`src/rtl/asf_queue.sv`:
```
`default_nettype none

module asf_queue #(
   parameter int WIDTH = 32,
   parameter int DEPTH = 4,
   localparam int IdxW = (DEPTH > 1) ? $clog2(DEPTH) : 1,
   localparam int CntW = $clog2(DEPTH + 1)
) (
   input  logic             clock,
   input  logic             reset,
   input  logic             push,
   input  logic [WIDTH-1:0] wdata,
   input  logic             pop_ready,
   output logic             rvalid,
   output logic [WIDTH-1:0] rdata,
   output logic             full,
   output logic             afull
);

   logic [WIDTH-1:0] entries_ff [DEPTH];
   logic [IdxW-1:0]  wr_ptr_ff, wr_ptr_in;
   logic [IdxW-1:0]  rd_ptr_ff, rd_ptr_in;
   logic [CntW-1:0]  count_ff, count_in;
   logic             pop;

   function automatic logic [IdxW-1:0] next_idx(input logic [IdxW-1:0] p);
      next_idx = (p == IdxW'(DEPTH - 1)) ? '0 : p + IdxW'(1);
   endfunction

   assign rvalid = (count_ff != '0);
   assign pop    = rvalid && pop_ready;
   assign rdata  = entries_ff[rd_ptr_ff];
   assign full   = (count_ff == CntW'(DEPTH));
   assign afull  = (count_ff >= CntW'(DEPTH - 1));

   // Pointer and level update.
   always_comb begin
      wr_ptr_in = push ? next_idx(wr_ptr_ff) : wr_ptr_ff;
      rd_ptr_in = pop ? next_idx(rd_ptr_ff) : rd_ptr_ff;
      count_in  = count_ff;
      if (push && !pop) begin
         count_in = count_ff + CntW'(1);
      end else if (pop && !push) begin
         count_in = count_ff - CntW'(1);
      end
   end

   always_ff @(posedge clock) begin
      if (reset) begin
         wr_ptr_ff <= '0;
         rd_ptr_ff <= '0;
         count_ff  <= '0;
      end else begin
         wr_ptr_ff <= wr_ptr_in;
         rd_ptr_ff <= rd_ptr_in;
         count_ff  <= count_in;
      end
   end

   // Entry storage.
   always_ff @(posedge clock) begin
      if (push) begin
         entries_ff[wr_ptr_ff] <= wdata;
      end
   end

endmodule

`default_nettype wire

```
`config.mk`:
```
export PLATFORM = sky130hd
export DESIGN_NAME = asf_queue
export DESIGN_NICKNAME = d
export VERILOG_FILES = /design/src/rtl/asf_queue.sv
export SDC_FILE = /design/constraint.sdc
export NUM_CORES = 1
export LEC_CHECK = 0
export BUFFER_PORTS_ARGS = -buffer_cell sky130_fd_sc_hd__buf_2
export CELL_PAD_IN_SITES_DETAIL_PLACEMENT = 1
export CELL_PAD_IN_SITES_GLOBAL_PLACEMENT = 1
export CORE_AREA = 2 2 108 100
export CTS_BUF_LIST = sky130_fd_sc_hd__clkbuf_4 sky130_fd_sc_hd__clkbuf_8
export DETAILED_ROUTE_END_ITERATION = 8
export DIE_AREA = 0 0 110 102
export GPL_TIMING_DRIVEN = 1
export PLACE_DENSITY_LB_ADDON = 0.05
export SYNTH_ARGS = -nofsm -noshare
export SYNTH_HDL_FRONTEND = slang
export SYNTH_SLANG_ARGS = --single-unit
```
`constraint.sdc`:
```
create_clock -name clock -period 2.2 [get_ports clock]
set_input_delay 0.44 -clock clock [delete_from_list [all_inputs] [get_ports clock]]
set_output_delay 0.44 -clock clock [all_outputs]
set_load 0.01 [all_outputs]
```
### Word level (Yosys, flattened, before mapping)

Memories as Yosys holds them, arrays and structs flattened. A register that Yosys moved wholly into a read port is not among the register bits.
Cells that the tools add are included.
Widths: inputs -> output; s select.

| cells by class | value |
|---|---|
| magnitude comparators | 1 |
| $add $sub $neg | 4 |
| reductions and logical operators | 7 |
| multiplexer cells | 8 |
| equal/unequal tests | 3 |

Operator list:

| cell | count |
|---|---|
| $mux 2 | 4 |
| $mux 3 | 2 |
| $add 2x1->2 const B | 2 |
| $eq 2x2->1 const B | 2 |
| $add 3x1->3 const B | 1 |
| $eq 3x3->1 const B | 1 |
| $ge 3x2->1 const B | 1 |
| $logic_and 1x1->1 | 3 |
| $reduce_bool 3->1 | 1 |
| $sub 3x1->3 const B | 1 |
| $logic_not 1->1 | 2 |
| $mux 1 | 2 |
| $reduce_bool 2->1 | 1 |

| storage, ports and cells | value |
|---|---|
| bits in registers | 7 |
| input bits | 36 |
| memories | 1 |
| RAM bits | 128 |

Memories:

| memory | depth | bits a word | read ports | clocked after memory_dff | wr ports | RTL line | text |
|---|---|---|---|---|---|---|---|
| entries_ff | 4 | 32 | 1 | 1 | 1 | 20 | `logic [WIDTH-1:0] entries_ff [DEPTH];` |

### Depth between registers and ports, before layout

Gate-level depths: netlist (run 1).

| depth | value |
|---|---|
| word-level depth | 5 |
| depth in mapped cells | 7 |
| mapped depth without buffers | 7 |

### Worst setup path after synthesis (run 1)

OpenSTA, ideal clock, no wires.

| timing path | value |
|---|---|
| path kind | register to register |
| from | reg count_ff[0] |
| to | reg count_ff[2] |
| required time | 2.130 ns |
| arrival time | 1.891 ns |
| clock period less this slack | 1.960 ns |
| stages on the path, launching flop included | 8 |
| setup slack | 0.240 ns |
| path through | dfxtp_1 o31ai_4 ha_1 inv_1 fa_1 xor2_1 or3_1 a21oi_1 |

| between the ends | value |
|---|---|
| cells in the longest elaborated chain, start to end | 5 |
| elaborated cells between the ends (all ways) | 10 |

RTL lines:

| element | RTL line | text |
|---|---|---|
| from (decl) | 23 | `logic [CntW-1:0] count_ff, count_in;` |
| from (signal assigned) | 56 | `count_ff <= count_in;` |
| parallel branches: the longest is 5 deep, another holds $sub 3x1->3 | -- |  |

Parallel ways; which one is timed is not known. The select of a mux whose other input is x is not followed.
A chain may end at the register's enable or synchronous reset.

==> flow_summary_export.csv, run 1 <==
group,metric,value,unit
placement,gp_congestion,0.7039,
floorplan,die_w,110,µm
final_layout,drive_above_1_share,0.4813,
yosys,synth-warning-count,0,
setup_path,cp_num_buf_inv,2,
yosys,synth_top_area_frac,0.7502,
sta,hold_violations,0,
yosys,postSynth.asyncResetShare,0,
pwr,powerDensity,1035,mW/mm²
route,num_vias,2376,
setup_path,worstPathArrival,1700,ps
clock_tree,numCtsBuffers,17,
clock_tree,htreeDepth,4,
setup_path,criticalPathCategory,"reg2out",
route,drtIter0Drc,143,
sta,worstMarginPinSlew,353.8,ps
setup_path,critPathCaptureType,"output pin",
floorplan,die_area,0.01122,mm²
min_path,min_path_type,"in2reg",
yosys,yosysMostFrequentCell,"edfxtp_1",
clock_tree,clock_latency,430,ps
clock_tree,path_clk_slew,80,ps
setup_path,startpoint_type,"register",
grt,antenna_found_initial,0,
sta,fin_skew,9.168,ps
route,dr_wl_met2,4582,µm
yosys,yosysTopAreaCell,"edfxtp_1",
setup_path,rr_startpoint,"count_ff[1]$_SDFFE_PP0P_",
setup_path,ff2ff_setup_slack,150,ps
grt,grt_pass1_wl,13790,µm
route,ant_nets,0,
clock_tree,cts_buffer_depth,2,
final_layout,fin_nets,350,
final_layout,n_fill_cell,876,
setup_path,cpPeakStageDelay,530,ps
floorplan,chipHeight,102,µm
yosys,postSynthCellCount,212,
setup_path,cp_max_fo,6,
setup_path,cp.depth,3,
route,met1_length,3944,µm
route,met3_wirelength,459,µm
final_layout,multiInputGateArea,999.7,µm²
yosys,synth_cell_types,21,
status,run_status,"complete, no violations",
setup_path,slowest_stage,"mux4_2",
grt,overflow,0,
floorplan,io_pins,71,
yosys,netlist_area,0.005124,mm²
placement,post-dp-hpwl,5901,µm
route,drc,0,
yosys,netlist_top_cells_count,"128 x edfxtp_1, 30 x mux4_2, 9 x dfxtp_1, 6 x ha_1, 6 x nor2_1",
clock_tree,cts_hold_buf,0,
floorplan,core_area,0.01003,mm²
sta,setup_violations,0,
setup_path,ff2ff_path_depth,7,
sta,fmax,466.6,MHz
yosys,synth_area_leaders,"edfxtp_1 75%, mux4_2 13%, dfxtp_1 3.5%",
setup_path,required,1760,ps
grt,grtUsageTotal,0.1802,
floorplan,start_util,0.5109,
clock_tree,root_buffer,"clkbuf_8",
yosys,synth_fp_nets,255,
pwr,power,6.365,mW
grt,grt_max_degree,27,
final_layout,regArea,0.004029,mm²
yosys,synthFlopType,"edfxtp_1",
final_layout,post-route-util,0.6134,
route,top_layer,"met4",
sta,drv_slew,0,
sta,post-route-period-util,0.9742,
pwr,p_leak,2.141,nW
placement,io_buffers,70,
setup_path,timing.rr.end,"count_ff[2]$_SDFFE_PP0P_",
floorplan,num_rows,35,
yosys,ys_seq_area_frac,0.7853,
route,drt_wl_total,9062,µm
setup_path,endpoint,"rdata[14]",
yosys,yosys_register_bits,137,
pwr,ir_drop,0.5159,mV
sta,relSlewSlack,0.7642,
final_layout,area.growth.synth_to_final,20.05,%
clock_tree,cts_tree,"built",
grt,grt_pass1_vias,2556,
setup_path,crit_chain,"buf_6, mux4_2, buf_2",
route,first_pass_iters,4,
route,wl_per_cell,20.14,µm
clock_tree,numClockSinks,137,
yosys,syn_area_per_cell,24.17,µm²
yosys,synth_edf_count,128,
flow_run,drv_cap,0,
sta,rsz0062_at_grt,"true",
setup_path,cpLargestDelayFamily,"multiplexers",
sta,min_period,2143,ps
route,drt-vias-per-instance,5.280,
through the flow:
| stage | hold WS, ps | cell area (µm²) | worst slack [ps] | TNS [ps] | instances |
|---|---|---|---|---|---|
| detailed placement | 502.2 | 5697 | 149.3 | 0 | 416 |
| global route | 171.7 | 6148 | -35.35 | -284.4 | 449 |
| global placement | 505.3 | 5697 | 198.5 | 0 | 416 |
| finish | 216.7 | 6151 | 56.68 | 0 | 450 |
| CTS | 176.4 | 6061 | 3.750 | 0 | 448 |
| floorplan | 455.9 | 5124 | 239.6 | 0 | 212 |
cells by family (layout without fill, tap and decap cells):
| logic type | Yosys count | in the layout | synth area share |
|---|---|---|---|
| flops | 137 | 137 | 0.7853 |
| mux | 36 | 36 | 0.1499 |
| simple gates | 15 | 15 | 0.01514 |
| buf+inv | 10 | 118 | 0.01905 |
| fa+ha+maj | 7 | 7 | 0.01856 |
| compound gates | 5 | 5 | 0.008547 |
| xor+xnor | 2 | 2 | 0.003419 |
| other cells | 0 | 1 | 0 |
what timing repair did:
action	in CTS	in global routing
buffers inserted	0	0
gates cloned	0	1
resized for setup	2	12
setup endpoints to repair	3	8
worst register-to-register path, stage by stage, from the launching register on:
cell and delay (ps):
dfxtp_1 390, o31ai_4 310, ha_1 230, inv_1 60
fa_1 370, xor2_1 180, or3_1 310, a21oi_1 140
how the worst min path moves through the flow:
stage / startpoint / endpoint / cells past startpoint
floorplan: rd_ptr_ff[0]$_SDFFE_PP0P_ / register / 2
global placement: rd_ptr_ff[0]$_SDFFE_PP0P_ / register / 2
detailed placement: rd_ptr_ff[0]$_SDFFE_PP0P_ / register / 2
CTS: wdata[11] / entries_ff[3][11]$_DFFE_PP_ / 1
global route: wdata[20] / entries_ff[0][20]$_DFFE_PP_ / 1
finish: wdata[19] / entries_ff[3][19]$_DFFE_PP_ / 1
per-layer routing:
layer / global-route usage / vias to the layer above
met4: 0.06426 / 0
met1: 0.2269 / 1230
met3: 0.07781 / 7
met2: 0.2817 / 57
met5: 0 / -
li1: - / 1082
state kept, by name, summed over array words and instances, names as in the netlist, named ones only:
name	count
wr_ptr_ff	2
count_ff	3
entries_ff	128
rd_ptr_ff	2
cell type report:
type,count,share of cell area
flip-flops and latches,137,0.6550
multi-input cells,65,0.1625
repair buffers,83,0.09459
clock buffers,17,0.03804
well taps,129,0.02624
clock inverters,15,0.02136
inverters,3,0.001831
diodes,1,0.0004068
report_power, final:
group / internal, mW / total [mW] / switching, mW
sequential: 3.00 / 3.09 / 0.0891
combinational: 0.777 / 1.41 / 0.632
clock: 0.821 / 1.86 / 1.04
cells in the final DEF, fill, tap and decap left out, drive strengths merged:
cell and count:
a21o 1, a21oi 2, and2 4, buf 82, clkbuf 18, clkinv 3, clkinvlp 3, dfxtp 9
diode 1, edfxtp 128, fa 1, ha 6, inv 12, mux2i 4, mux4 32, nand2 1
nor2 6, nor3b 1, o21ai 1, o31ai 1, or3 3, xor2 2
Note: power is estimated with default switching activity, not from simulation.
==> run 2, diff against run 1 <==
RECOVER_POWER = 100   (was default)
SKIP_CTS_REPAIR_TIMING = 1   (was default)
==> flow_summary_export.csv, run 2 (same netlist as run 1, synthesis figures left out) <==
group,metric,value,unit
final_layout,multiInputGateArea,0.001005,mm²
pwr,ir_drop,0.5211,mV
grt,grt_pass1_wl,13790,µm
sta,fin_skew,8.644,ps
setup_path,ff2ff_setup_slack,150,ps
final_layout,drive_above_1_share,0.3467,
grt,grt_pass1_vias,2562,
setup_path,cpPeakStageDelay,500,ps
setup_path,startpoint_type,"register",
clock_tree,cts_tree,"built",
sta,fmax,463.5,MHz
sta,fin_hold_ws,257.2,ps
pwr,powerDensity,1045,mW/mm²
sta,min_period,2158,ps
floorplan,num_rows,35,
final_layout,fin_nets,353,
placement,post-dp-hpwl,5901,µm
floorplan,start_util,0.5109,
grt,grtUsageTotal,0.1802,
setup_path,worstPathArrival,1720,ps
grt,antenna_found_initial,0,
sta,hold_violations,0,
final_layout,layout_common_cells,"128 x edfxtp_1, 41 x clkbuf_1, 30 x mux4_2",
final_layout,largest_reg_flops,128,
final_layout,area.growth.synth_to_final,19.00,%
min_path,hp-start,"reset",
sta,drv_slew,0,
pwr,seq_power_share,0.484,
route,drc,0,
route,wl_per_cell,20.06,µm
clock_tree,root_buffer,"clkbuf_8",
clock_tree,numCtsBuffers,17,
final_layout,n_antenna_cell,0,
setup_path,critPathCaptureType,"output pin",
final_layout,n_fill_cell,901,
setup_path,rr_startpoint,"count_ff[1]$_SDFFE_PP0P_",
grt,overflow,0,
flow_run,drv_cap,0,
placement,dp_slack,149.3,ps
route,drtIter0Drc,109,
min_path,whs_endpoint,"count_ff[2]$_SDFFE_PP0P_",
final_layout,regArea,0.004029,mm²
setup_path,critPathMostFrequentCell,"buf_12",
sta,worstMarginPinSlew,1035,ps
final_layout,largest-register,"entries_ff",
setup_path,criticalPathCategory,"reg2out",
floorplan,die_w,110,µm
sta,setup_violations,0,
sta,post-route-period-util,0.9808,
clock_tree,cts_buffer_depth,2,
route,ant_nets,0,
floorplan,chipHeight,102,µm
status,run_status,"complete, no violations",
pwr,p_leak,2.035,nW
min_path,min_path_type,"in2reg",
clock_tree,path_clk_slew,80,ps
sta,setup_ws,42.27,ps
route,num_vias,2384,
floorplan,die_area,0.01122,mm²
clock_tree,clock_latency,430,ps
pwr,internal-power,4.596,mW
clock_tree,htreeDepth,4,
placement,gp_congestion,0.7039,
final_layout,final_common_cell,"edfxtp_1",
setup_path,crit_chain,"buf_12, buf_12, mux4_2, buf_6",
setup_path,timing.rr.end,"count_ff[2]$_SDFFE_PP0P_",
route,drt-vias-per-instance,5.274,
sta,relSlewSlack,0.3101,
placement,io_buffers,70,
pwr,p_comb_frac,0.222,
floorplan,core_area,0.01003,mm²
setup_path,ff2ff_path_depth,7,
pwr,pwr-share-clk,0.294,
route,first_pass_iters,4,
setup_path,cp_max_fo,9,
pwr,power,6.372,mW
pwr,switchingPower,1.776,mW
clock_tree,numClockSinks,137,
final_layout,post-route-util,0.6080,
grt,grt_max_degree,27,
pwr,p_sw_frac,0.2787,
sta,rsz0062_at_grt,"true",
final_layout,largest_registers,"entries_ff: 128 flops, count_ff: 3 flops",
setup_path,slowest_stage,"mux4_2",
floorplan,io_pins,71,
setup_path,required,1760,ps
min_path,min_delay_path_depth,2,
route,drt_wl_total,9066,µm
==> run 2: worst max path at each step <==
stage / start / endpoint / slack [ps]
finish: register / rdata[18] / 40
global placement: count_ff[1]$_SDFFE_PP0P_ / count_ff[2]$_SDFFE_PP0P_ / 200
global route: register / rdata[7] / -30
floorplan: count_ff[0]$_SDFFE_PP0P_ / count_ff[2]$_SDFFE_PP0P_ / 240
CTS: register / rdata[21] / -90
detailed placement: count_ff[1]$_SDFFE_PP0P_ / count_ff[2]$_SDFFE_PP0P_ / 150
==> run 2: area by class of cell <==
cell class	count	share of cell area
timing repair buffer	86	0.08619
inverter	3	0.001847
sequential	137	0.6608
clock inverter	15	0.02155
multi-input combinational	65	0.1648
clock buffer	17	0.03837
tap	129	0.02647
==> run 2: routing by layer <==
| metal | vias up | share of wire | GRT usage |
|---|---|---|---|
| met5 | - | 0 | 0 |
| met4 | 0 | 0.011 | 0.06426 |
| met3 | 8 | 0.054 | 0.07781 |
| met2 | 60 | 0.50 | 0.2822 |
| met1 | 1233 | 0.43 | 0.2264 |
| li1 | 1083 | - | - |
==> run 2: critical path, delay by kind of cell, from the launching register on <==
kind                   cells  cell delay (ps)
flip-flops                 1              380
buffers and inverters      3              400
multiplexers               1              500
==> run 2: per-stage QoR <==
step           cells  setup TNS (ps)  cell area (µm²)
2_1_floorplan    212               0             5124
3_3_place_gp     416               0             5697
3_5_place_dp     416               0             5697
4_1_cts          448          -108.4             6062
5_1_grt          452          -304.0             6097
6_report         452               0             6097
==> run 2: power groups by stage <==
stage	registers (mW)	clock network [mW]	logic [mW]
floorplan	3.12	0	0.902
CTS	3.08	1.93	1.32
global placement	3.13	0	1.30
global route	3.10	2.03	1.55
detailed placement	3.14	0	1.31
finish	3.08	1.87	1.41
==> run 3, diff against run 2 <==
CORE_AREA = 2 2 104 96   (was 2 2 108 100)
DIE_AREA = 0 0 106 98   (was 0 0 110 102)
clock period = 2.6 ns   (was 2.2 ns; I/O delays follow)
==> flow_summary_export.csv, run 3 (same netlist as run 1, synthesis figures left out) <==
group,metric,value,unit
grt,antenna_found_initial,0,
placement,dp_slack,503.3,ps
setup_path,startpoint_type,"register",
sta,hold_violations,0,
final_layout,largest_reg_flops,128,
sta,setup_violations,0,
setup_path,required,2080,ps
final_layout,post-route-util,0.6339,
pwr,ir_drop,0.5500,mV
route,drt_wl_total,8672,µm
sta,post-route-period-util,0.9180,
placement,gp_congestion,0.6799,
route,wl_per_cell,19.62,µm
grt,grtUsageTotal,0.1871,
pwr,power,5.310,mW
sta,worstMarginPinSlew,1411,ps
final_layout,largest_registers,"entries_ff: 128 flops, count_ff: 3 flops",
setup_path,ff2ff_setup_slack,260,ps
pwr,p_leak,1.916,nW
route,drtIter0Drc,103,
floorplan,io_pins,71,
floorplan,die_area,0.01039,mm²
clock_tree,cts_buffer_depth,2,
placement,io_buffers,70,
placement,post-dp-hpwl,5685,µm
setup_path,criticalPathCategory,"reg2out",
clock_tree,root_buffer,"clkbuf_8",
clock_tree,path_clk_slew,80,ps
min_path,min_delay_path_depth,1,
grt,grt_pass1_wl,14190,µm
status,run_status,"complete, no violations",
sta,drv_slew,0,
setup_path,endpoint,"rdata[14]",
grt,grt_max_degree,23,
final_layout,largest-register,"entries_ff",
floorplan,start_util,0.5450,
setup_path,ff2ff_path_depth,7,
sta,fin_skew,12.40,ps
sta,relSlewSlack,0.05867,
clock_tree,clock_latency,410,ps
floorplan,num_rows,34,
grt,grt_pass1_vias,2695,
final_layout,area.growth.synth_to_final,16.31,%
sta,fin_hold_ws,349.5,ps
final_layout,regArea,0.004026,mm²
setup_path,critPathCaptureType,"output pin",
floorplan,die_w,106,µm
sta,rsz0062_at_grt,"false",
setup_path,rr_startpoint,"count_ff[0]$_SDFFE_PP0P_",
sta,fmax,419.0,MHz
final_layout,drive_above_1_share,0.2468,
sta,min_period,2387,ps
final_layout,n_antenna_cell,0,
pwr,powerDensity,891.0,mW/mm²
route,ant_nets,0,
flow_run,drv_cap,0,
final_layout,multiInputGateArea,988.4,µm²
final_layout,layout_common_cells,"128 x edfxtp_1, 65 x clkbuf_1, 30 x mux4_2",
final_layout,n_fill_cell,814,
floorplan,chipHeight,98,µm
sta,setup_ws,213.2,ps
route,first_pass_iters,4,
min_path,min_path_type,"in2reg",
setup_path,cp_max_fo,14,
clock_tree,cts_tree,"built",
route,drc,0,
clock_tree,htreeDepth,4,
route,num_vias,2376,
setup_path,worstPathArrival,1870,ps
final_layout,fin_nets,346,
clock_tree,numCtsBuffers,17,
clock_tree,numClockSinks,137,
final_layout,final_common_cell,"edfxtp_1",
grt,overflow,0,
route,drt-vias-per-instance,5.376,
setup_path,timing.rr.end,"count_ff[2]$_SDFFE_PP0P_",
floorplan,core_area,0.009402,mm²
sta,finalSetupTns,0,ps
==> run 3: cell types whose count changed in the layout (fill, tap and decap cells not counted), moves of 2 or more <==
| cell | change |
|---|---|
| and2_2 | -2 |
| buf_2 | -15 |
| buf_4 | -4 |
| buf_6 | -9 |
| bufinv_16 | +2 |
| clkbuf_1 | +24 |
| inv_8 | -3 |
==> run 3: layout make-up <==
class / instances / share of cell area
flip-flops and latches: 137 / 0.6756
repair buffers: 79 / 0.06320
multi-input cells: 65 / 0.1659
clock inverters: 15 / 0.02771
inverters: 3 / 0.001890
clock buffers: 17 / 0.03926
well taps: 126 / 0.02645
==> run 3: how the worst min path moves through the flow <==
stage,from,endpoint
after global routing,wdata[14],entries_ff[3][14]$_DFFE_PP_
after CTS,wdata[11],entries_ff[2][11]$_DFFE_PP_
final,wdata[20],entries_ff[0][20]$_DFFE_PP_
after global placement,rd_ptr_ff[0]$_SDFFE_PP0P_,register
after detailed placement,rd_ptr_ff[0]$_SDFFE_PP0P_,register
after floorplan,rd_ptr_ff[0]$_SDFFE_PP0P_,register
==> run 3: stage by stage <==
| step | cell area [µm²] | instances |
|---|---|---|
| 3_3_place_gp | 5683 | 410 |
| 6_report | 5959 | 442 |
| 3_5_place_dp | 5683 | 410 |
| 5_1_grt | 5959 | 442 |
| 4_1_cts | 6082 | 442 |
| 2_1_floorplan | 5124 | 212 |
==> run 3: metal layers <==
| metal | global-route usage | share of wire |
|---|---|---|
| met5 | 0 | 0 |
| met4 | 0.06073 | 0.011 |
| met3 | 0.06275 | 0.041 |
| met2 | 0.3201 | 0.54 |
| met1 | 0.2267 | 0.41 |
==> run 3: report_power, final <==
part           leakage, nW  internal (mW)  switching [mW]
logic                0.476          0.489           0.468
registers             1.25           2.54           0.102
clock network        0.190          0.869           0.840
total                 1.92           3.90            1.41
==> run 3: worst max-delay path: stages (launching register included) <==
cell and delay [ps]:
dfxtp_2 550, buf_12 220, mux4_2 520, clkbuf_1 150
