`src/rtl/asf_pkg.sv`:
```
`default_nettype none

package asf_pkg;

   // Item kinds carried on the request tuser field.
   typedef enum logic [1:0] {
      KIND_PUSH    = 2'd0,
      KIND_PULL    = 2'd1,
      KIND_RESTART = 2'd2
   } kind_type;

   // Field widths fixed by the stream format.
   localparam int SampleW   = 16;
   localparam int LevelW    = 11;
   localparam int UnderrunW = 16;
   localparam int RspDataW  = 64;
   localparam int CsrDataW  = 16;

   // One classified word on its way from the front end to the fade path.
   typedef struct packed {
      logic                 supplied;
      logic                 accepted;
      logic [UnderrunW-1:0] underrun_total;
      logic [LevelW-1:0]    fill_level;
      logic [SampleW-1:0]   left;
      logic [SampleW-1:0]   right;
   } job_type;

endpackage

`default_nettype wire

```
`src/rtl/asf_back.sv`:
```
`default_nettype none

module asf_back #(
   parameter int FADE_FRAMES = 64,
   localparam int NumW = $clog2(FADE_FRAMES + 1)
) (
   input  logic                          clock,
   input  logic                          reset,
   input  logic                          q_valid,
   output logic                          q_ready,
   input  asf_pkg::job_type              q_job,
   input  logic [NumW-1:0]               q_num,
   output logic                          rsp_tvalid,
   input  logic                          rsp_tready,
   output logic [asf_pkg::RspDataW-1:0]  rsp_tdata
);

   localparam int SW         = asf_pkg::SampleW;
   localparam int ProdW      = SW + NumW;
   localparam int LogF       = $clog2(FADE_FRAMES);
   localparam int RecipShift = ProdW + LogF;
   localparam int MultW      = ProdW + 1;
   localparam int WideW      = ProdW + MultW;
   localparam logic [63:0] RecipPow  = 64'd1 << RecipShift;
   localparam logic [63:0] RecipFull = (RecipPow + 64'(FADE_FRAMES) - 64'd1) / 64'(FADE_FRAMES);
   localparam logic [MultW-1:0] RecipMult = RecipFull[MultW-1:0];

   logic                s1_v_ff, out_v_ff;
   logic                s1_adv, out_adv;
   asf_pkg::job_type    s1_job_ff;
   logic [ProdW-1:0]    s1_prod_l_ff, s1_prod_r_ff, prod_l_in, prod_r_in;
   logic                s1_neg_l_ff, s1_neg_r_ff;
   logic [SW-1:0]       mag_l, mag_r;
   logic [WideW-1:0]    wide_l, wide_r;
   logic [SW-1:0]       quo_l, quo_r, res_l, res_r;
   logic [asf_pkg::RspDataW-1:0] out_data_ff, out_data_in;

   // Pipeline advance from the output back.
   assign out_adv = !out_v_ff || rsp_tready;
   assign s1_adv  = !s1_v_ff || out_adv;
   assign q_ready = s1_adv;

   // Stage one: sample magnitude times fade numerator.
   assign mag_l     = q_job.left[SW-1] ? (SW'(0) - q_job.left) : q_job.left;
   assign mag_r     = q_job.right[SW-1] ? (SW'(0) - q_job.right) : q_job.right;
   assign prod_l_in = ProdW'(mag_l) * ProdW'(q_num);
   assign prod_r_in = ProdW'(mag_r) * ProdW'(q_num);

   // Stage two: divide by the fade length through an exact reciprocal, then restore sign.
   assign wide_l = WideW'(s1_prod_l_ff) * WideW'(RecipMult);
   assign wide_r = WideW'(s1_prod_r_ff) * WideW'(RecipMult);
   assign quo_l  = wide_l[RecipShift +: SW];
   assign quo_r  = wide_r[RecipShift +: SW];
   assign res_l  = s1_neg_l_ff ? (SW'(0) - quo_l) : quo_l;
   assign res_r  = s1_neg_r_ff ? (SW'(0) - quo_r) : quo_r;

   assign out_data_in = {3'b000, s1_job_ff.fill_level, s1_job_ff.underrun_total,
                         s1_job_ff.accepted, s1_job_ff.supplied, res_r, res_l};

   always_ff @(posedge clock) begin
      if (reset) begin
         s1_v_ff  <= 1'b0;
         out_v_ff <= 1'b0;
      end else begin
         if (s1_adv) begin
            s1_v_ff <= q_valid;
         end
         if (out_adv) begin
            out_v_ff <= s1_v_ff;
         end
      end
   end

   always_ff @(posedge clock) begin
      if (s1_adv) begin
         s1_job_ff    <= q_job;
         s1_prod_l_ff <= prod_l_in;
         s1_prod_r_ff <= prod_r_in;
         s1_neg_l_ff  <= q_job.left[SW-1];
         s1_neg_r_ff  <= q_job.right[SW-1];
      end
      if (out_adv) begin
         out_data_ff <= out_data_in;
      end
   end

   assign rsp_tvalid = out_v_ff;
   assign rsp_tdata  = out_data_ff;

endmodule

`default_nettype wire

```
`config.mk`:
```
export PLATFORM = sky130hd
export DESIGN_NAME = asf_back
export DESIGN_NICKNAME = d
export VERILOG_FILES = /design/src/rtl/asf_pkg.sv /design/src/rtl/asf_back.sv
export SDC_FILE = /design/constraint.sdc
export NUM_CORES = 1
export LEC_CHECK = 0
export ABC_AREA = 1
export BUFFER_PORTS_ARGS = -buffer_cell sky130_fd_sc_hd__buf_2
export CAP_MARGIN = 10
export CORE_AREA = 2 2 209 211
export CTS_BUF_LIST = sky130_fd_sc_hd__clkbuf_8
export CTS_CLUSTER_SIZE = 25
export DETAILED_ROUTE_END_ITERATION = 16
export DIE_AREA = 0 0 211 213
export GPL_TIMING_DRIVEN = 0
export MAX_ROUTING_LAYER = met4
export PLACE_DENSITY_LB_ADDON = 0.12
export SLEW_MARGIN = 5
export SYNTH_ARGS = -nofsm -noshare
export SYNTH_HDL_FRONTEND = slang
export SYNTH_SLANG_ARGS = --single-unit
export TNS_END_PERCENT = 100
```
`constraint.sdc`:
```
create_clock -name clock -period 4.7 [get_ports clock]
set_clock_uncertainty 0.05 [all_clocks]
set_input_delay 0.47 -clock clock [delete_from_list [all_inputs] [get_ports clock]]
set_output_delay 0.47 -clock clock [all_outputs]
set_load 0.01 [all_outputs]
```
# Word-level counts from Yosys, hierarchy flattened
# Index checks and enable logic that the tools add are counted.
# classes
mux	4
multipliers	2
reduce_logical	4
add_sub_neg	4
# ops
op	n
16-bit two-way mux	4
1-bit by 16-bit subtractor with 16-bit output (first input constant)	4
16-bit by 7-bit multiplier with 22-bit output	2
1-bit logical NOT	2
1-bit logical OR	2
# word_totals
reg_bits	138
elab_cells	25
out_inout_bits	66
input_bits	72

# Longest topological paths before layout
# Gate-level depths: netlist of run 1.
# depth
ltp_word	3
ltp_mapped	28
ltp_nobuf	27

# Worst setup path before layout of run 1
# OpenSTA, ideal clock, no wires.
# synth_timing
kind	input-to-reg
startpoint	in q_job[0] (netlist name)
endpoint	reg s1_prod_r_ff[20], data pin
path_slack_ns	-0.350
t_required_ns	4.397
arrival_ns	4.747
setup_ns	0.253
n_path_buf	1
stages	23
cell_sequence	buf_6 inv_4 ha_1 nand4_1 nand2_1 o21ai_1 or2_1 nand2_1 inv_2 nor2_1 fa_1 fa_1 fa_1 inv_1 fa_1 inv_1 ha_1 a21oi_1 o21ai_0 o21ai_0 nand3_1 nand2_1 nand2_1
# synth_via
elab_chain_cells	3
# synth_lines
item	line_no	text
start: declaration	asf_back.sv:11	input asf_pkg::job_type q_job,
1-bit by 16-bit subtractor with 16-bit output	asf_back.sv:45	assign mag_r = q_job.right[SW-1] ? (SW'(0) - q_job.right) : q_job.right;
16-bit two-way mux *	asf_back.sv:45	
16-bit by 7-bit multiplier with 22-bit output *	asf_back.sv:47	assign prod_r_in = ProdW'(mag_r) * ProdW'(q_num);
via prod_r_in[20]	asf_back.sv:31	logic [ProdW-1:0] s1_prod_l_ff, s1_prod_r_ff, prod_l_in, prod_r_in;
end signal: assignment	asf_back.sv:78	s1_prod_r_ff <= prod_r_in;
end: declaration	asf_back.sv:31	
# Mark *: on every way through the listed nets, which the timed path passes. The rest lies on a longest branch.
# A chain may end at the register's enable or synchronous reset.

# Worst setup path after layout of run 1
# layout_timing
startpoint	in q_job[0] (netlist name)
endpoint	reg s1_prod_r_ff[21], data pin
# Same word-level chain as after synthesis.

==> key figures, run 1 <==
Routing
  • Wirelength per Cell: 15.0 µm
  • Via/cell ratio: 4.44
  • DR DRC count: 0
  • Routed Antenna Nets: 0
  • First DRT Iteration DRCs: 411
  • Drt pass-1 iters: 6
  • Total number of vias: 9806
  • Routed Wire Length: 33100 µm

Final layout
  • Design area: 16100 µm²
  • P&R area growth vs syn: 27.3%
  • Fin util: 0.377
  • Share of cells above drive strength 1: 0.309
  • Nets@finish: 1934
  • Fin cells: 2209
  • Filler Cell Count: 4360

Setup path
  • Crit path DAT: 4.87 ns
  • Crit-path max FO: 8
  • Slowest cell on crit path: fa_1
  • CP max stage delay: 0.53 ns
  • WP data required: 4.82 ns
  • CP Capture Type: flip-flop
  • Critical path class: input port to flip-flop
  • Most Frequent Cell on Critical Path: fa_1
  • Element type at the critical path start: input port

Synth
  • Post-synthesis instance area: 12600 µm²
  • Async S/R FF share, synth: 0
  • Netlist cell types: 50
  • Post-synth EDFFs: 124
  • Synthesized instance count: 1452
  • Yosys reg bits: 126
  • Primary FF master, synth: edfxtp_1
  • Yosys warns: 0
  • Register area share after synthesis: 0.298
  • Mean post-synth cell area: 8.71 µm²

Status
  • Outcome: finished, violations left
  • Failing checks: negative setup slack

Place
  • PortBufs: 128
  • Dpl cell area: 14500 µm²
  • Post-detail-place hpwl: 27400 µm
  • GP Congestion: 0.889
  • DP Cell Count: 2129

Clocking
  • H-tree levels: 4
  • Clock Path Buffers: 2
  • Reg clk slew, reported paths: 0.07 ns
  • Root buffer cell: clkbuf_8
  • Total CTS buffers: 17
  • CTS tree: built
  • Clk sink count: 126
  • CTS Hold Bufs: 0
  • Latest clock arrival within the worst-skew pair: 0.43 ns

Power and ir drop
  • Leak: 0.00767 µW
  • Switching share of power: 0.456
  • Sequential power share: 0.207
  • Cell Pwr Density: 571 nW/µm²
  • Worst IR Drop VDD: 0.271 mV
  • Combinational power share: 0.673
  • Psw: 4190 µW
  • Clk pwr share: 0.119
  • Internal Power: 5000 µW

Die
  • Row cnt: 76
  • Initial Util: 0.296
  • Core Footprint: 42700 µm²
  • Die Wd: 211 µm
  • Die height: 213 µm
  • Die ar.: 44900 µm²
  • Ports: 138

STA
  • Actual slew at the worst max-slew pin: 0.829 ns
  • Max-slew violations: 0
  • Final period utilization: 1.01
  • Final Worst Setup Slack: -0.0548 ns
  • Setup_tns: -0.120 ns
  • # setup viols final: 3
  • Minimum clock period: 4.75 ns
  • Worst slew margin: 0.447
  • RSZ-0062 raised after global routing: yes
  • Hold Vio Cnt, Final: 0
  • Fmax: 0.210 GHz

Global routing
  • GRT overflow: 0
  • First-pass GRT wire length: 53000 µm
  • Initial antenna violation count: 1
  • Largest net degree at the start of global routing: 63
  • Tot GR Track Use: 0.155
  • Vias in the first global route: 9928

Hold path
  • Worst Hold Class: input port to flip-flop

Job
  • Max cap viols: 0
cell usage in the layout (no fill, tap or decap), drive strengths merged, types with 17 or more instances in the layout:
master / count
nor2: 232
nand3: 67
nand2: 271
inv: 289
clkbuf: 33
xnor2: 17
ha: 78
o21ai: 39
edfxtp: 124
xor2: 44
fa: 134
nor3: 20
buf: 191
a21oi: 43
Yosys cell counts, drive strengths merged, types with 6 or more instances:
library cell | instances | share of area
o21ai | 39 | 0.017
o21a | 7 | 0.0042
clkbuf | 15 | 0.0045
nand2 | 271 | 0.089
nand4 | 12 | 0.0059
fa | 134 | 0.21
nand3 | 67 | 0.030
nor2 | 232 | 0.073
xor2 | 44 | 0.031
nor3 | 20 | 0.010
xnor2 | 17 | 0.012
a21oi | 43 | 0.017
ha | 78 | 0.077
buf | 14 | 0.0077
nor4 | 6 | 0.0047
or2 | 8 | 0.0040
inv | 292 | 0.088
edfxtp | 124 | 0.29
power groups by stage:
stage                     logic [µW]  registers, µW  clock network [µW]
after floorplan                 3910           2010                   0
after global placement          5290           1930                   0
final                           6190           1910                1100
after global routing            6970           1950                1180
after detailed placement        5300           1940                   0
after CTS                       5500           1910                1140
registers in the layout, indices dropped and copies added (netlist names):
| signal | count |
|---|---|
| rsp_tvalid | 1 |
| s1_v_ff | 1 |
| s1_prod_l_ff | 16 |
| out_data_in | 29 |
| s1_neg_r_ff | 1 |
| rsp_tdata | 61 |
| s1_neg_l_ff | 1 |
| s1_prod_r_ff | 16 |
critical path, delay by kind of cell:
| family | cells | cell delay (ns) |
|---|---|---|
| adder cells (fa/ha/maj) | 6 | 2.43 |
| AO/OA/AOI/OAI | 1 | 0.08 |
| buffers and inverters | 7 | 0.53 |
| AND/OR/NAND/NOR | 12 | 1.34 |
routing by layer:
| metal | up-vias | part of all wire | global-route usage |
|---|---|---|---|
| li1 | 4925 | - | - |
| met1 | 4648 | 0.51 | 0.221 |
| met2 | 207 | 0.43 | 0.234 |
| met3 | 26 | 0.046 | 0.0229 |
| met4 | 0 | 0.014 | 0.0323 |
| met5 | - | 0 | - |
cell families after synthesis:
logic type	Yosys count	synth area share
AO/OA/AOI/OAI	107	0.0486
AND/OR/NAND/NOR	621	0.220
buffers and inverters	324	0.101
adder cells (fa/ha/maj)	212	0.289
XOR/XNOR	61	0.0429
other	1	0.000297
flip-flops	126	0.298
what timing repair did:
| action | CTS | global route |
|---|---|---|
| pin swaps | 27 | 100 |
| resized for setup | 64 | 164 |
| setup buffers | 15 | 33 |
| setup endpoints to repair | 26 | 28 |
area by class of cell:
cell class	count	area (µm²)	area share
tap	546	683	0.0424
clock buffer	18	248	0.0154
timing repair buffer	177	1070	0.0667
inverter	295	1190	0.0740
clock inverter	13	223	0.0138
multi-input combinational	1004	8690	0.540
buffer	29	220	0.0137
sequential	126	3760	0.234
antenna	1	2.50	0.000155
worst paths after layout:
check	startpoint	to	slack, ns	depth (start not counted)
max	q_job[0]	s1_prod_r_ff[21]	-0.05	26
max reg2reg	s1_prod_l_ff[7]	rsp_tdata[14]	2.91	9
min	reset	rsp_tvalid	0.16	2
min reg2reg	out_data_in[34]	rsp_tdata[34]	0.37	0
per-stage QoR:
stage / hold slack (ns) / total power (µW) / worst slack (ns)
finish: 0.160 / 9190 / -0.0548
global route: 0.114 / 10100 / -0.218
CTS: 0.117 / 8550 / 0.000690
detailed placement: 0.355 / 7230 / -1.04
global placement: 0.350 / 7220 / -0.995
floorplan: 0.350 / 5910 / -0.0693
Note: power is estimated with default switching activity, not from simulation.
==> inputs of run 2 (changes only) <==
--- a/config.mk
+++ b/config.mk
@@ -8,11 +8,11 @@
 export ABC_AREA = 1
 export BUFFER_PORTS_ARGS = -buffer_cell sky130_fd_sc_hd__buf_2
 export CAP_MARGIN = 10
-export CORE_AREA = 2 2 209 211
+export CORE_AREA = 2 2 233 189
 export CTS_BUF_LIST = sky130_fd_sc_hd__clkbuf_8
 export CTS_CLUSTER_SIZE = 25
 export DETAILED_ROUTE_END_ITERATION = 16
-export DIE_AREA = 0 0 211 213
+export DIE_AREA = 0 0 235 191
 export GPL_TIMING_DRIVEN = 0
 export MAX_ROUTING_LAYER = met4
 export PLACE_DENSITY_LB_ADDON = 0.12
==> constraint.sdc (replaced) <==
create_clock -name clock -period 4.41 [get_ports clock]
set_clock_uncertainty 0.05 [all_clocks]
set_input_delay 0.441 -clock clock [delete_from_list [all_inputs] [get_ports clock]]
set_output_delay 0.441 -clock clock [all_outputs]
set_load 0.01 [all_outputs]
==> run 2 against run 1 <==
Compared with the run above:
- the run still ends with negative setup slack left
- final cell count rose by 2.4%
- wire length rose by 3.7%
- die area is 0.13% lower
- sequential share of layout area decreased by 1.1 points
- power rose by 17%
- hold slack got worse by 0.018 ns
- critical path type unchanged
- highest routed layer unchanged
==> key figures, run 2 (same netlist as run 1, synthesis figures left out) <==
Clocking
  • Total CTS buffers: 17
  • Clk sink count: 126
  • CTS tree: built
  • Clock Path Buffers: 2
  • Root buffer cell: clkbuf_8
  • Reg clk slew, reported paths: 0.08 ns
  • H-tree levels: 4
  • Latest clock arrival within the worst-skew pair: 0.42 ns

Die
  • Ports: 138
  • Core Footprint: 42600 µm²
  • Die Wd: 235 µm
  • Die ar.: 44900 µm²
  • Initial Util: 0.297
  • Row cnt: 68
  • Die height: 191 µm

STA
  • Worst slew margin: 0.445
  • Actual slew at the worst max-slew pin: 0.832 ns
  • Setup_tns: -2.07 ns
  • Max-slew violations: 0
  • Hold Vio Cnt, Final: 0
  • Final period utilization: 1.05
  • Final Worst Setup Slack: -0.204 ns
  • # setup viols final: 22
  • Minimum clock period: 4.61 ns
  • Fmax: 0.217 GHz
  • RSZ-0062 raised after global routing: yes

Setup path
  • Worst reg2reg setup slack: 2.63 ns
  • CP startpoint: q_job[16]
  • Worst r2r path cells: 9
  • Critical R2R Capture: rsp_tdata[30]
  • CP max stage delay: 0.51 ns
  • Crit-path max FO: 4
  • WP data required: 4.54 ns
  • CP Buf/Inv Count: 7
  • Crit path DAT: 4.74 ns
  • FF-to-FF Start: s1_prod_r_ff[7]
  • CP top delay family: adder cells
  • Element type at the critical path start: input port
  • CP Capture Type: flip-flop
  • Critical path class: input port to flip-flop
  • Slowest cell on crit path: fa_1

Final layout
  • Filler Cell Count: 4299
  • Share of cells above drive strength 1: 0.373
  • Commonest non-fill, non-tap cell in the layout: inv_1
  • Most frequent cells in the layout: 228 x inv_1, 183 x nand2_1, 160 x nor2_1
  • Storage cell area: 3760 µm²
  • Nets@finish: 1972
  • Area of the multi-input gates: 9130 µm²
  • Largest register FFs: 61
  • P&R area growth vs syn: 33.4%

Hold path
  • Worst Hold Class: input port to flip-flop
  • Hold wc startpoint: reset
  • Worst Hold End: rsp_tvalid
  • Min-Delay Path Depth: 2

Global routing
  • Largest net degree at the start of global routing: 63
  • GRT overflow: 0
  • Tot GR Track Use: 0.159
  • First-pass GRT wire length: 55200 µm
  • Vias in the first global route: 9872
  • Initial antenna violation count: 2

Power and ir drop
  • Worst IR Drop VDD: 0.344 mV
  • Overall power: 10800 µW
  • Leak: 0.00797 µW
  • Cell Pwr Density: 640 nW/µm²

Routing
  • Routed Antenna Nets: 0
  • DR DRC count: 0
  • First DRT Iteration DRCs: 485
  • Routed Wire Length: 34400 µm
  • Total number of vias: 10.0k
  • Via/cell ratio: 4.43
  • Drt pass-1 iters: 5
  • Wirelength per Cell: 15.2 µm

Status
  • Failing checks: negative setup slack
  • Outcome: finished, violations left

Job
  • Max cap viols: 0

Place
  • GP Congestion: 0.829
  • Post-detail-place hpwl: 28100 µm
  • PortBufs: 128
-- run 2: worst max path at each step --
stage | end | slack (ns) | depth (start not counted)
floorplan | s1_prod_r_ff[18] | -0.33 | 24
global placement | s1_prod_r_ff[20] | -1.25 | 17
detailed placement | s1_prod_r_ff[20] | -1.31 | 17
CTS | s1_prod_l_ff[20] | -0.17 | 26
global route | s1_prod_l_ff[21] | -0.38 | 26
finish | s1_prod_l_ff[20] | -0.20 | 26
-- run 2: worst register-to-register path: stages (launching register included) --
cell,delay [ns]
edfxtp_1,0.40
inv_1,0.09
ha_1,0.16
nand3_1,0.10
nor3_1,0.15
nor2_1,0.09
nor2_2,0.13
o21ai_1,0.14
nor2_1,0.14
xnor2_1,0.08
-- run 2: layout make-up --
| type | count | area share |
|---|---|---|
| buffer | 29 | 0.0128 |
| antenna | 1 | 0.000148 |
| clock buffer | 17 | 0.0139 |
| multi-input combinational | 1004 | 0.541 |
| clock inverter | 15 | 0.0111 |
| timing repair buffer | 215 | 0.0844 |
| inverter | 295 | 0.0719 |
| tap | 560 | 0.0415 |
| sequential | 126 | 0.223 |
-- run 2: routing by layer --
metal | wire (µm) | share of wire | vias up | GRT usage
met5 | 0 | 0 | - | -
met4 | 188 | 0.0055 | 0 | 0.0200
met3 | 1340 | 0.039 | 15 | 0.0211
met2 | 14200 | 0.41 | 208 | 0.228
met1 | 18600 | 0.54 | 4794 | 0.243
li1 | - | - | 5007 | -
-- run 2: timing repair --
item | in CTS | in global routing
hold buffers | 0 | 0
gates cloned | 0 | 0
endpoints found under the setup margin | 30 | 30
buffers inserted | 54 | 32
gates resized for setup | 183 | 148
pin swaps | 123 | 92
-- run 2: per-stage QoR --
stage | hold slack [ns] | std cells | setup WS (ns) | util | instance area [µm²]
finish | 0.142 | 2262 | -0.204 | 0.396 | 16900
global route | 0.100 | 2262 | -0.377 | 0.396 | 16900
CTS | 0.106 | 2229 | -0.172 | 0.377 | 16100
detailed placement | 0.356 | 2143 | -1.31 | 0.343 | 14600
global placement | 0.350 | 2142 | -1.25 | 0.342 | 14600
floorplan | 0.350 | 1454 | -0.330 | - | 13200
-- run 2: report_power, final --
part,leakage [µW],internal [µW],switching [µW],total [µW]
logic,0.00643,3250,4460,7710
registers,0.00133,1890,149,2040
clock network,0.000211,570,475,1050
total,0.00797,5710,5080,10800
==> inputs of run 3 (changes only) <==
==> constraint.sdc (replaced) <==
create_clock -name clock -period 4.8 [get_ports clock]
set_clock_uncertainty 0.05 [all_clocks]
set_input_delay 0.48 -clock clock [delete_from_list [all_inputs] [get_ports clock]]
set_output_delay 0.48 -clock clock [all_outputs]
set_load 0.01 [all_outputs]
==> run 3 against run 2 <==
Compared with the run above:
- the run now ends clean
- final cell count fell by 2.1%
- wire length fell by 0.63%
- global-route usage fell by 0.28 points
- largest power group unchanged
- sequential power fell by 8%
- design area fell by 6.5%
- power fell by 19%
- die area did not move
- clock-buffer cell count rose by 2
- sequential cell count did not move
- combinational power fell by 22%
==> key figures, run 3 (same netlist as run 1, synthesis figures left out) <==
Routing
  • Wirelength per Cell: 15.4 µm
  • First DRT Iteration DRCs: 432
  • Via/cell ratio: 4.46
  • Routed Antenna Nets: 0
  • Routed Wire Length: 34200 µm
  • Total number of vias: 9886
  • Drt pass-1 iters: 5
  • DR DRC count: 0

Place
  • GP Congestion: 0.843
  • PortBufs: 128
  • Post-detail-place hpwl: 28200 µm

Setup path
  • Crit path DAT: 4.89 ns
  • Worst r2r path cells: 4
  • CP Capture Type: flip-flop
  • WP data required: 4.92 ns
  • Critical path class: input port to flip-flop
  • Cell count along the critical path: 25
  • CP Buf/Inv Count: 6
  • Crit-path max FO: 7
  • CP top delay family: adder cells
  • Critical R2R Capture: rsp_tdata[13]
  • Element type at the critical path start: input port
  • Slowest cell on crit path: fa_1
  • CP startpoint: q_job[0]
  • Crit path to: s1_prod_r_ff[21]
  • FF-to-FF Start: s1_prod_l_ff[12]
  • CP max stage delay: 0.57 ns
  • Worst reg2reg setup slack: 3.00 ns

Hold path
  • Min-Delay Path Depth: 2
  • Worst Hold Class: input port to flip-flop
  • Hold wc startpoint: reset

Clocking
  • CTS tree: built
  • Clk sink count: 126
  • Latest clock arrival within the worst-skew pair: 0.42 ns
  • Reg clk slew, reported paths: 0.07 ns
  • Clock Path Buffers: 2
  • H-tree levels: 4
  • Total CTS buffers: 17
  • Root buffer cell: clkbuf_8

STA
  • Final period utilization: 0.995
  • Setup_tns: 0 ns
  • Worst slew margin: 0.447
  • Max-slew violations: 0
  • Hold Vio Cnt, Final: 0
  • Actual slew at the worst max-slew pin: 0.830 ns
  • RSZ-0062 raised after global routing: yes
  • Fmax: 0.209 GHz
  • # setup viols final: 0
  • Minimum clock period: 4.77 ns

Job
  • Max cap viols: 0

Final layout
  • P&R area growth vs syn: 24.7%
  • Fin util: 0.370
  • Commonest non-fill, non-tap cell in the layout: inv_1
  • Nets@finish: 1926
  • Ant. Diodes: 0
  • Filler Cell Count: 4428
  • Largest register FFs: 61
  • Most frequent cells in the layout: 247 x inv_1, 210 x nand2_1, 178 x nor2_1
  • Share of cells above drive strength 1: 0.294

Status
  • Outcome: complete, no violations

Die
  • Die ar.: 44900 µm²
  • Row cnt: 68
  • Die Wd: 235 µm
  • Core Footprint: 42600 µm²
  • Die height: 191 µm
  • Initial Util: 0.297
  • Ports: 138

Power and ir drop
  • Cell Pwr Density: 553 nW/µm²
  • Leak: 0.00758 µW
  • Worst IR Drop VDD: 0.285 mV

Global routing
  • Tot GR Track Use: 0.157
  • GRT overflow: 0
  • Largest net degree at the start of global routing: 63
  • Vias in the first global route: 9696
  • First-pass GRT wire length: 53700 µm
  • Initial antenna violation count: 0
-- run 3: cell types whose count changed in the layout (fill, tap and decap cells not counted), moves of 7 or more --
cell and delta:
buf_4 -37, nand2_1 +27, inv_1 +19, nor2_1 +18, nand2_2 -14, nand2_4 -13, nor2_4 -12, ha_4 -9
buf_6 -8, inv_4 -8, inv_6 -8, a21oi_4 -7
-- run 3: worst min-delay path by stage --
| stage | to |
|---|---|
| 2_1_floorplan | rsp_tdata[32] |
| 3_3_place_gp | rsp_tdata[46] |
| 3_5_place_dp | rsp_tdata[44] |
| 4_1_cts | out_data_in[59] |
| 5_1_grt | out_data_in[59] |
| 6_report | rsp_tvalid |
-- run 3: timing repair --
action | 4_1_cts | 5_1_grt
resized for setup | 50 | 174
buffers inserted | 10 | 30
pin swaps | 18 | 66
setup endpoints to repair | 24 | 28
endpoints found under the hold margin | 0 | 0
hold buffers | 0 | 0
-- run 3: area by class of cell --
class / count / area [µm²] / area share
multi-input combinational: 1004 / 8530 / 0.541
sequential: 126 / 3760 / 0.239
inverter: 295 / 1170 / 0.0740
timing repair buffer: 169 / 1020 / 0.0649
tap: 560 / 701 / 0.0444
clock buffer: 19 / 262 / 0.0166
buffer: 29 / 205 / 0.0130
clock inverter: 13 / 113 / 0.00714
-- run 3: metal layers --
metal	global-route usage	vias to the layer above	share of wire
met3	0.0261	25	0.049
met2	0.220	227	0.40
li1	-	4900	-
met4	0.0360	0	0.014
met1	0.233	4734	0.54
met5	-	-	0
-- run 3: stage by stage --
step	power, µW	instances	worst slack, ns	hold WS (ns)	instance area (µm²)
2_1_floorplan	5600	1454	-0.0178	0.350	13000
3_3_place_gp	7000	2142	-0.886	0.351	14300
3_5_place_dp	7000	2143	-0.893	0.355	14400
4_1_cts	8030	2185	-0.00888	0.137	15000
5_1_grt	9500	2215	-0.165	0.132	15800
6_report	8720	2215	0.0254	0.177	15800
-- run 3: report_power, final --
group	leakage, µW	internal, µW	switching [µW]
clock	0.000205	474	385
combinational	0.00605	2360	3630
sequential	0.00133	1740	130
